**src/sha1md_pkg.sv**
```systemverilog
`default_nettype none
package sha1md_pkg;

  typedef struct packed {
    logic [7:0] data_byte;
    logic       byte_valid;
    logic       last;
  } in_req_t;

  typedef struct packed {
    logic [31:0] digest_word;
    logic [2:0]  word_index;
    logic        last_word;
  } out_rsp_t;

  // queued request, already classified
  typedef struct packed {
    logic [7:0] data;
    logic       has_byte;
    logic       ends;
  } q_item_t;

  typedef logic [4:0][31:0] word5_t;

  localparam int unsigned QDepth = 2;
  localparam int unsigned QIdxW  = $clog2(QDepth);
  localparam int unsigned QCntW  = $clog2(QDepth + 1);

  localparam int unsigned BlockW = 512;
  localparam int unsigned Rounds = 80;
  localparam int unsigned RndW   = 7;

  localparam word5_t HInit = {32'hC3D2E1F0, 32'h10325476, 32'h98BADCFE,
                              32'hEFCDAB89, 32'h67452301};

  localparam logic [31:0] KRound0 = 32'h5A827999;
  localparam logic [31:0] KRound1 = 32'h6ED9EBA1;
  localparam logic [31:0] KRound2 = 32'h8F1BBCDC;
  localparam logic [31:0] KRound3 = 32'hCA62C1D6;

  localparam logic [7:0] PadMark = 8'h80;
  localparam logic [2:0] LastIdx = 3'd4;

endpackage
`default_nettype wire

```
**src/sha1_message_digest.sv**
```systemverilog
// Streaming SHA-1 digest unit.
// Input channel (in_valid_i/in_ready_o/in_req_i): one request per message byte,
// byte_valid marks a real byte, last ends the message; last with no byte ends an
// empty or block-aligned message. Requests with neither flag are taken and dropped.
// Output channel (out_valid_o/out_ready_i/out_rsp_o): five words h0..h4 per
// message, word_index 0..4, last_word set on h4.
// A two-entry queue sits between intake and the hashing engine.
// The engine appends one byte at a time; each full block then runs 80 rounds on
// one shared round unit and a fold into the chain before the next byte is taken.
// On last the engine pads one byte per cycle, pausing while a block is compressed
// (up to 72 bytes, one or two compressions), then issues the five words, one per
// cycle when not stalled. Reset loads the initial chaining values, clears the
// length and empties the queue. A stalled receiver holds the output register;
// the engine then waits before the next word, and intake stops once the queue is
// full.
`default_nettype none
module sha1_message_digest (
  input  wire logic                 clk_i,
  input  wire logic                 rst_ni,
  input  wire logic                 in_valid_i,
  output logic                      in_ready_o,
  input  wire sha1md_pkg::in_req_t  in_req_i,
  output logic                      out_valid_o,
  input  wire logic                 out_ready_i,
  output sha1md_pkg::out_rsp_t      out_rsp_o
);

  logic                q_valid;
  logic                q_pop;
  sha1md_pkg::q_item_t q_item;

  sha1md_front u_front (
    .clk_i      (clk_i),
    .rst_ni     (rst_ni),
    .in_valid_i (in_valid_i),
    .in_ready_o (in_ready_o),
    .in_req_i   (in_req_i),
    .q_valid_o  (q_valid),
    .q_item_o   (q_item),
    .q_pop_i    (q_pop)
  );

  sha1md_back u_back (
    .clk_i       (clk_i),
    .rst_ni      (rst_ni),
    .q_valid_i   (q_valid),
    .q_item_i    (q_item),
    .q_pop_o     (q_pop),
    .out_valid_o (out_valid_o),
    .out_ready_i (out_ready_i),
    .out_rsp_o   (out_rsp_o)
  );

endmodule
`default_nettype wire

```
**src/sha1md_front.sv**
```systemverilog
`default_nettype none
module sha1md_front (
  input  wire logic                clk_i,
  input  wire logic                rst_ni,
  input  wire logic                in_valid_i,
  output logic                     in_ready_o,
  input  wire sha1md_pkg::in_req_t in_req_i,
  output logic                     q_valid_o,
  output sha1md_pkg::q_item_t      q_item_o,
  input  wire logic                q_pop_i
);

  sha1md_pkg::q_item_t            mem_q [sha1md_pkg::QDepth];
  logic [sha1md_pkg::QIdxW-1:0]   wr_q, wr_d, rd_q, rd_d;
  logic [sha1md_pkg::QCntW-1:0]   cnt_q, cnt_d;
  logic                           push;
  logic                           pop;

  // requests with neither a byte nor an end marker carry no work
  assign in_ready_o = (cnt_q != sha1md_pkg::QCntW'(sha1md_pkg::QDepth));
  assign push = in_valid_i && in_ready_o && (in_req_i.byte_valid || in_req_i.last);
  assign pop  = q_pop_i && (cnt_q != '0);

  assign q_valid_o = (cnt_q != '0);
  assign q_item_o  = mem_q[rd_q];

  always_comb begin
    wr_d  = wr_q;
    rd_d  = rd_q;
    cnt_d = cnt_q;
    if (push) begin
      wr_d = (wr_q == sha1md_pkg::QIdxW'(sha1md_pkg::QDepth - 1)) ? '0 : wr_q + 1'b1;
    end
    if (pop) begin
      rd_d = (rd_q == sha1md_pkg::QIdxW'(sha1md_pkg::QDepth - 1)) ? '0 : rd_q + 1'b1;
    end
    if (push && !pop) begin
      cnt_d = cnt_q + 1'b1;
    end else if (pop && !push) begin
      cnt_d = cnt_q - 1'b1;
    end
  end

  always_ff @(posedge clk_i or negedge rst_ni) begin
    if (!rst_ni) begin
      wr_q  <= '0;
      rd_q  <= '0;
      cnt_q <= '0;
    end else begin
      wr_q  <= wr_d;
      rd_q  <= rd_d;
      cnt_q <= cnt_d;
    end
  end

  always_ff @(posedge clk_i) begin
    if (push) begin
      mem_q[wr_q] <= '{data: in_req_i.data_byte, has_byte: in_req_i.byte_valid,
                       ends: in_req_i.last};
    end
  end

endmodule
`default_nettype wire

```
**src/sha1md_round.sv**
```systemverilog
`default_nettype none
module sha1md_round (
  input  wire sha1md_pkg::word5_t           v_i,
  input  wire logic [sha1md_pkg::BlockW-1:0] blk_i,
  input  wire logic [sha1md_pkg::RndW-1:0]   rnd_i,
  output sha1md_pkg::word5_t                v_o,
  output logic [31:0]                       w_new_o
);

  logic [31:0] a, b, c, d, e;
  logic [31:0] f, k, wt, sched;

  assign a  = v_i[0];
  assign b  = v_i[1];
  assign c  = v_i[2];
  assign d  = v_i[3];
  assign e  = v_i[4];
  assign wt = blk_i[511:480];

  // W[t+16] from W[t+13], W[t+8], W[t+2], W[t]
  assign sched   = blk_i[95:64] ^ blk_i[255:224] ^ blk_i[447:416] ^ blk_i[511:480];
  assign w_new_o = {sched[30:0], sched[31]};

  always_comb begin
    if (rnd_i < 7'd20) begin
      f = (b & c) | (~b & d);
      k = sha1md_pkg::KRound0;
    end else if (rnd_i < 7'd40) begin
      f = b ^ c ^ d;
      k = sha1md_pkg::KRound1;
    end else if (rnd_i < 7'd60) begin
      f = (b & c) | (b & d) | (c & d);
      k = sha1md_pkg::KRound2;
    end else begin
      f = b ^ c ^ d;
      k = sha1md_pkg::KRound3;
    end
  end

  assign v_o[0] = {a[26:0], a[31:27]} + f + e + k + wt;
  assign v_o[1] = a;
  assign v_o[2] = {b[1:0], b[31:2]};
  assign v_o[3] = c;
  assign v_o[4] = d;

endmodule
`default_nettype wire

```
**src/sha1md_back.sv**
```systemverilog
`default_nettype none
module sha1md_back (
  input  wire logic                clk_i,
  input  wire logic                rst_ni,
  input  wire logic                q_valid_i,
  input  wire sha1md_pkg::q_item_t q_item_i,
  output logic                     q_pop_o,
  output logic                     out_valid_o,
  input  wire logic                out_ready_i,
  output sha1md_pkg::out_rsp_t     out_rsp_o
);

  localparam logic [2:0] ST_IDLE = 3'd0;
  localparam logic [2:0] ST_PAD  = 3'd1;
  localparam logic [2:0] ST_COMP = 3'd2;
  localparam logic [2:0] ST_ADD  = 3'd3;
  localparam logic [2:0] ST_OUT  = 3'd4;

  localparam logic [1:0] PH_MARK = 2'd0;
  localparam logic [1:0] PH_ZERO = 2'd1;
  localparam logic [1:0] PH_LEN  = 2'd2;

  logic [2:0]                        state_q, state_d;
  logic [1:0]                        phase_q, phase_d;
  logic                              pad_q, pad_d;
  logic [5:0]                        fill_q, fill_d;
  logic [63:0]                       len_q, len_d;
  logic [sha1md_pkg::BlockW-1:0]     blk_q, blk_d;
  sha1md_pkg::word5_t                h_q, h_d;
  sha1md_pkg::word5_t                v_q, v_d;
  logic [sha1md_pkg::RndW-1:0]       rnd_q, rnd_d;
  logic [2:0]                        widx_q, widx_d;
  logic                              out_valid_q, out_valid_d;
  sha1md_pkg::out_rsp_t              out_q, out_d;

  sha1md_pkg::word5_t                v_rnd;
  logic [31:0]                       w_new;
  logic                              app;
  logic [7:0]                        app_byte;

  sha1md_round u_round (
    .v_i     (v_q),
    .blk_i   (blk_q),
    .rnd_i   (rnd_q),
    .v_o     (v_rnd),
    .w_new_o (w_new)
  );

  always_comb begin
    state_d     = state_q;
    phase_d     = phase_q;
    pad_d       = pad_q;
    fill_d      = fill_q;
    len_d       = len_q;
    blk_d       = blk_q;
    h_d         = h_q;
    v_d         = v_q;
    rnd_d       = rnd_q;
    widx_d      = widx_q;
    out_valid_d = out_valid_q;
    out_d       = out_q;
    q_pop_o     = 1'b0;
    app         = 1'b0;
    app_byte    = '0;

    if (out_valid_q && out_ready_i) begin
      out_valid_d = 1'b0;
    end

    case (state_q)
      ST_IDLE: begin
        if (q_valid_i) begin
          q_pop_o = 1'b1;
          if (q_item_i.has_byte) begin
            app      = 1'b1;
            app_byte = q_item_i.data;
            len_d    = len_q + 64'd8;
          end
          if (q_item_i.ends) begin
            pad_d   = 1'b1;
            phase_d = PH_MARK;
            state_d = ST_PAD;
          end
        end
      end
      ST_PAD: begin
        app = 1'b1;
        case (phase_q)
          PH_MARK: begin
            app_byte = sha1md_pkg::PadMark;
            phase_d  = PH_ZERO;
          end
          PH_ZERO: begin
            if (fill_q == 6'd56) begin
              app_byte = len_q[63:56];
              len_d    = {len_q[55:0], 8'h00};
              phase_d  = PH_LEN;
            end
          end
          default: begin
            app_byte = len_q[63:56];
            len_d    = {len_q[55:0], 8'h00};
          end
        endcase
      end
      ST_COMP: begin
        v_d   = v_rnd;
        blk_d = {blk_q[sha1md_pkg::BlockW-33:0], w_new};
        rnd_d = rnd_q + 1'b1;
        if (rnd_q == sha1md_pkg::RndW'(sha1md_pkg::Rounds - 1)) begin
          state_d = ST_ADD;
        end
      end
      ST_ADD: begin
        for (int i = 0; i < 5; i++) begin
          h_d[i] = h_q[i] + v_q[i];
        end
        widx_d = '0;
        if (pad_q && phase_q == PH_LEN) begin
          state_d = ST_OUT;
        end else if (pad_q) begin
          state_d = ST_PAD;
        end else begin
          state_d = ST_IDLE;
        end
      end
      ST_OUT: begin
        if (!out_valid_q || out_ready_i) begin
          out_valid_d = 1'b1;
          out_d       = '{digest_word: h_q[widx_q], word_index: widx_q,
                          last_word: (widx_q == sha1md_pkg::LastIdx)};
          widx_d      = widx_q + 1'b1;
          if (widx_q == sha1md_pkg::LastIdx) begin
            h_d     = sha1md_pkg::HInit;
            pad_d   = 1'b0;
            state_d = ST_IDLE;
          end
        end
      end
      default: begin
        state_d = ST_IDLE;
      end
    endcase

    // byte into the block; a full block starts the compression
    if (app) begin
      blk_d  = {blk_q[sha1md_pkg::BlockW-9:0], app_byte};
      fill_d = fill_q + 1'b1;
      if (fill_q == 6'd63) begin
        v_d     = h_q;
        rnd_d   = '0;
        state_d = ST_COMP;
      end
    end
  end

  always_ff @(posedge clk_i or negedge rst_ni) begin
    if (!rst_ni) begin
      state_q     <= ST_IDLE;
      phase_q     <= PH_MARK;
      pad_q       <= 1'b0;
      fill_q      <= '0;
      len_q       <= '0;
      h_q         <= sha1md_pkg::HInit;
      rnd_q       <= '0;
      widx_q      <= '0;
      out_valid_q <= 1'b0;
    end else begin
      state_q     <= state_d;
      phase_q     <= phase_d;
      pad_q       <= pad_d;
      fill_q      <= fill_d;
      len_q       <= len_d;
      h_q         <= h_d;
      rnd_q       <= rnd_d;
      widx_q      <= widx_d;
      out_valid_q <= out_valid_d;
    end
  end

  always_ff @(posedge clk_i) begin
    blk_q <= blk_d;
    v_q   <= v_d;
    out_q <= out_d;
  end

  assign out_valid_o = out_valid_q;
  assign out_rsp_o   = out_q;

  a_rnd_bound: assert property (@(posedge clk_i) disable iff (!rst_ni)
    state_q == ST_COMP |-> rnd_q < sha1md_pkg::RndW'(sha1md_pkg::Rounds))
    else $error("round counter beyond last round");

  a_len_fill: assert property (@(posedge clk_i) disable iff (!rst_ni)
    (state_q == ST_PAD && phase_q == PH_LEN) |-> fill_q >= 6'd56)
    else $error("length bytes outside block tail");

  a_last_word: assert property (@(posedge clk_i) disable iff (!rst_ni)
    out_valid_o |-> (out_rsp_o.last_word == (out_rsp_o.word_index == sha1md_pkg::LastIdx)))
    else $error("last word flag mismatch");

  a_comp_fill: assert property (@(posedge clk_i) disable iff (!rst_ni)
    state_q == ST_COMP |-> fill_q == 6'd0)
    else $error("compression started on partial block");

endmodule
`default_nettype wire

```
**config.mk**
```make
export PLATFORM = sky130hd
export DESIGN_NAME = sha1_message_digest
export DESIGN_NICKNAME = d
export VERILOG_FILES = /design/src/sha1md_pkg.sv /design/src/sha1_message_digest.sv /design/src/sha1md_front.sv /design/src/sha1md_round.sv /design/src/sha1md_back.sv
export SDC_FILE = /design/constraint.sdc
export NUM_CORES = 2
export LEC_CHECK = 0
export CORE_ASPECT_RATIO = 0.5
export CORE_UTILIZATION = 30
export CTS_CLUSTER_SIZE = 8
export DETAILED_ROUTE_END_ITERATION = 8
export DONT_BUFFER_PORTS = 1
export SLEW_MARGIN = 20
export SYNTH_ARGS = -nofsm -noshare
export SYNTH_HDL_FRONTEND = slang
export SYNTH_SLANG_ARGS = --single-unit
export TNS_END_PERCENT = 5
```
**constraint.sdc**
```tcl
create_clock -name clk_i -period 33.9 [get_ports clk_i]
set_input_delay 1.695 -clock clk_i [delete_from_list [all_inputs] [get_ports clk_i]]
set_output_delay 1.695 -clock clk_i [all_outputs]
set_load 0.02 [all_outputs]
```
* Yosys cells after proc, flatten, opt, wreduce, memory -nomap -nowiden *
Memory sizes are Yosys's and may differ from the RTL's.
Cells that the tools add are included.
Widths: inputs -> output; s select.

word-level totals
  bits in registers = 959
  bits in writable memories = 20
  bits of input ports = 14
  output and inout bits = 38
  word-level logic and storage cells = 170
  memories kept = 1

memory list
  memory         words  width  read ports  clocked after memory_dff  write ports  RTL line            RTL
  u_front.mem_q  2      10     1           0                         1            sha1md_front.sv:13  sha1md_pkg::q_item_t mem_q [sha1md_pkg::QDepth];

cells by class
  add/subtract/negate cells = 17
  magnitude comparators = 4
  equality and inequality tests = 19
  multiplexer cells = 65
  bitwise logic cells = 13
  reduce and logical (&&, ||, !) cells = 26

operators by type and width
  cell                   count
  $mux 512               2
  $mux 160               5
  $pmux 160 s2           1
  $add 32x32->32         9
  $pmux 64 s2            2
  $mux 32                6
  $mux 64                3
  $xor 32x32->32         5
  $and 32x32->32         4
  $bmux 32 s3            1
  $or 32x32->32          3
  $add 64x4->64 const B  1
  $not 32->32            1
  $pmux 8 s2             2
  $mux 31                1
  $mux 3                 9
  $mux 8                 3
  $mux 7                 3
  $mux 1                 16
  $pmux 3 s5             1
  $reduce_and 5->1       3
  $lt 7x6->1 const B     2
  $eq 6x6->1 const B     2
  $reduce_bool 2->1      6
  other kinds (28)       53

* Depth between registers and ports, before layout *
  depth after elaboration = 13
  depth in mapped cells = 27
  gate-level depth less buffers = 25

* By module *
A second synthesis with hierarchy kept.

unflattened totals
  cells, all modules = 6,042
  area, all modules = 56,611.8 um2

modules (own cells, without submodules)
  module        times used  cells each  area an instance (um2)  seq. area each (um2)
  sha1md_back   1           5,132       48,316.3                25,864.8
  sha1md_round  1           860         7,349.5                 0.0
  sha1md_front  1           50          945.9                   700.7

* Least setup slack after synthesis *
Ideal clock, no wire load.

  path kind = reg-to-reg
  start = register u_front.rd_q
  end = register u_back.blk_q[0] (netlist bit), enable pin
  library setup time = 3,643 ps
  data arrival time = 9,783 ps
  data required time = 30,257 ps
  setup slack = 20,474 ps
  cell stages (with the launch flop) = 7
  buffers on the path = 2
  clock period less this slack = 13,426 ps
  cell sequence = dfrtp_1 mux2i_1 nor3_1 o21ai_1 clkbuf_1 clkbuf_1 nand2_1

on the way
  word-level cells in the longest chain between the ends = 5

RTL lines
  item                                RTL line            RTL
  from (decl)                         sha1md_front.sv:14  logic [sha1md_pkg::QIdxW-1:0] wr_q, wr_d, rd_q, rd_d;
  from (signal assigned)              sha1md_front.sv:51  rd_q <= rd_d;
  $mem_v2 2x10                        -
  $mux 1                              sha1md_back.sv:74   if (q_item_i.has_byte) begin
  $mux 1                              sha1md_back.sv:72   if (q_valid_i) begin
  $pmux 1 s2                          sha1md_back.sv:70   case (state_q)
  $reduce_bool 2->1 (no source line)  -
  to (signal assigned)                sha1md_back.sv:182  blk_q <= blk_d;
  to (decl)                           sha1md_back.sv:28   logic [sha1md_pkg::BlockW-1:0] blk_q, blk_d;

No other way between the ends.
A chain may end at the register's enable or synchronous reset.

==> impl_metrics.env <==
export IMPL_status="completed"
export IMPL_rsz0062_at_grt="false"
export IMPL_drc_errors=0
export IMPL_synthFlopType="edfxtp_1"
export IMPL_synth_edf_count=568
export IMPL_h_tree_depth=4
export IMPL_place_gp_congestion=0.898
export IMPL_ys_warn_count=0
export IMPL_critical_path_class="reg2reg"
export IMPL_min_from="u_back.fill_q[5]$_DFFE_PN0P_"
export IMPL_start_util_pct=30.2
export IMPL_io_pins=52
export IMPL_die_area_um2=183000
export IMPL_critPathMaxFanout=28
export IMPL_critPathLaunch="u_back.rnd_q[5]$_DFF_PN0_"
export IMPL_yosysSeqAreaShare_pct=48.8
export IMPL_fin_area_um2=61100
export IMPL_reg2reg_depth=26
export IMPL_clock_root_buffer="clkbuf_16"
export IMPL_regToRegSetupSlack_ps=26790
export IMPL_dpl_cell_area_um2=56900
export IMPL_areaGrowthSynthToFinish_pct=12.2
export IMPL_critPathSlowestCell="nor2_1"
export IMPL_routed_wl_mm=149
export IMPL_via_per_inst=5.03
export IMPL_synth_area_um2=54500
export IMPL_cp_num_cells=26
export IMPL_post_cts_buffers=0
export IMPL_p_leak_nw=26.7
export IMPL_firstDrtPassIters=5
export IMPL_powerDensity_nw_per_um2=104
export IMPL_path_clk_slew_ps=60
export IMPL_yosysTopAreaCell="edfxtp_1"
export IMPL_fmax_mhz=141
export IMPL_ys_top_cells_by_area="edfxtp_1 (31%), nand2_1 (12%), dfrtp_1 (7.7%)"
export IMPL_critical_path_buf_inv_count=5
export IMPL_setup_viol=0
export IMPL_drive_gt1_share_pct=5.87
export IMPL_r2r_start="u_back.rnd_q[5]$_DFF_PN0_"
export IMPL_synthArstFlopShare_pct=25.4
export IMPL_worst_setup_path_end_kind="flip-flop"
export IMPL_period_share_pct=21.0
export IMPL_antenna_left=0
export IMPL_numCtsBuffers=141
export IMPL_synth_fp_nets=6239
export IMPL_grt_antenna_before_repair=0
export IMPL_synth_top_area_share_pct=31.3
export IMPL_grt_usage_pct=16.0
export IMPL_synth_simple_area_share_pct=18.6
export IMPL_drv_slew=0
export IMPL_chipHeight_um=303
export IMPL_syn_area_per_cell_um2=9.27
export IMPL_postCtsHoldBufs=0
export IMPL_cts_repair_resized=0
export IMPL_cts_tree="yes"
export IMPL_numClockSinks=976
export IMPL_hold_path_class="reg2reg"
export IMPL_nets=6145
export IMPL_vdd_drop_max_v=0.0000627
export IMPL_yosysMostFrequentCell="nand2_1"
export IMPL_synth_commonest_cells="nand2_1 (1675), edfxtp_1 (568), nor2_1 (531)"
export IMPL_hold_worst_slack_ps=477
export IMPL_insertion_delay_ps=780
export IMPL_grt_pass1_vias=39900
export IMPL_ys_ff_latch=976
export IMPL_synth_compound_area_share_pct=13.6
export IMPL_rows=110
export IMPL_vias=41800
export IMPL_r2r_end="u_back.v_q[29]$_DFF_P_"
export IMPL_synth_adder_area_share_pct=9.60
export IMPL_clock_path_buffers=3
export IMPL_wl_per_cell_um=17.9
export IMPL_synth_xor_xnor_area_share_pct=4.41
export IMPL_synth_top_family_by_area="simple AND/OR/NAND/NOR gates"
export IMPL_die_x_um=605
export IMPL_portBuffers=0
export IMPL_worstPathArrival_ps=7780
export IMPL_setup_worst_path_end="u_back.v_q[29]$_DFF_P_"
export IMPL_cpPeakStageDelay_ps=760
export IMPL_start_kind="flip-flop"
export IMPL_timing_max_cap_violations=0
export IMPL_netlist_instances=5879
export IMPL_clock_skew_ps=33.1
export IMPL_floorplan_core_area_um2=180000
export IMPL_crit_required_ps=34570
export IMPL_hold_viol_final=0
export IMPL_synth_cell_type_count=97
export IMPL_finalCriticalPeriod_ps=7110
export IMPL_drt_iter0_drc=4022
export IMPL_grt_ovfl_total=0
export IMPL_grt_max_degree=249
export IMPL_synth_mux_area_share_pct=1.63
export IMPL_worst_pin_slew_ps=1060
export IMPL_grt_pass1_wl_mm=233
export IMPL_slew_headroom_pct=29.6
export IMPL_fin_setup_tns_ps=0
export IMPL_hpwl_mm=98.5
export IMPL_critPathTopFamily="compound AO/OA/AOI/OAI gates"
==> layout by cell type, fill, tap and decap left out, drive strengths merged, types with 9 or more instances in the layout <==
cell type / n
edfxtp: 568
a22oi: 11
ha: 226
nand4: 19
o31ai: 15
a31oi: 27
nor4: 12
a211oi: 20
dfrtp: 168
nand2b: 31
nor2b: 47
inv: 228
mux2i: 75
and2: 20
fa: 120
and3: 26
nor3: 53
buf: 42
nand2: 1676
o21bai: 34
dfxtp: 160
clkinv: 9
xor2: 83
clkbuf: 235
nor2: 532
o32ai: 20
or2: 10
o211ai: 9
a21oi: 336
a21o: 84
o21ai: 284
mux2: 10
o21a: 23
a221o: 27
xnor2: 191
o22ai: 189
dfstp: 80
o22a: 17
nand3: 59
==> kinds of logic after synthesis <==
kind of cell / after synthesis
multiplexers: 86
XOR/XNOR: 274
adder cells (fa/ha/maj): 346
AND/OR/NAND/NOR: 2512
buffers and inverters: 502
AO/OA/AOI/OAI: 1183
flip-flops: 976
==> through the flow <==
| step | total power, mW | setup slack, ps | util (%) | cells |
|---|---|---|---|---|
| 2_1_floorplan | 4.36 | 20470 | - | 5879 |
| 3_3_place_gp | 5.00 | 26880 | 31.6 | 8050 |
| 3_5_place_dp | 5.03 | 26820 | 31.6 | 8050 |
| 4_1_cts | 6.42 | 26780 | 33.9 | 8299 |
| 5_1_grt | 6.87 | 26360 | 33.9 | 8299 |
| 6_report | 6.39 | 26790 | 33.9 | 8300 |
==> sequential cells by signal, summed over array words and instances (netlist names) <==
signal	cells
u_back.state_q	3
u_front.cnt_q	2
u_back.v_q	160
u_back.h_q	160
u_front.rd_q	1
u_back.phase_q	2
u_front.mem_q	20
u_front.wr_q	1
u_back.rnd_q	7
u_back.fill_q	6
u_back.pad_q	1
u_back.out_valid_o	1
u_back.out_rsp_o	36
u_back.blk_q	512
u_back.len_q	61
u_back.widx_q	3
==> routing by layer <==
| metal | share of wire, % | GRT usage, % | vias up |
|---|---|---|---|
| li1 | - | - | 20100 |
| met1 | 47 | 22.4 | 20400 |
| met2 | 46 | 25.7 | 1059 |
| met3 | 4.8 | 2.07 | 211 |
| met4 | 2.3 | 4.89 | 0 |
| met5 | 0 | 0 | - |
==> final cells by class <==
cell class	instances	area [um2]
clock inverter	14	278
sequential	976	26600
timing repair buffer	42	365
clock buffer	235	3940
tap	2408	3010
multi-input combinational	4401	26100
fill	18300	119000
inverter	223	840
antenna	1	2.50
==> where the power goes <==
| group | switching [mW] | internal, mW | total [mW] | leakage (nW) |
|---|---|---|---|---|
| logic | 1.63 | 1.05 | 2.67 | 14.5 |
| clock network | 0.555 | 0.797 | 1.35 | 2.00 |
| registers | 0.425 | 1.94 | 2.36 | 10.2 |
==> worst min path at each step <==
stage | endpoint | slack (ps) | cells after the start
6_report | u_back.fill_q[5]$_DFFE_PN0P_ | 480 | 1
5_1_grt | u_front.wr_q$_DFFE_PN0P_ | 510 | 1
3_5_place_dp | u_back.fill_q[5]$_DFFE_PN0P_ | 460 | 1
4_1_cts | u_back.fill_q[5]$_DFFE_PN0P_ | 480 | 1
3_3_place_gp | u_back.fill_q[5]$_DFFE_PN0P_ | 470 | 1
2_1_floorplan | u_back.out_rsp_o[3]$_DFFE_PP_ | 420 | 0
Note: power is estimated with default switching activity, not from simulation.
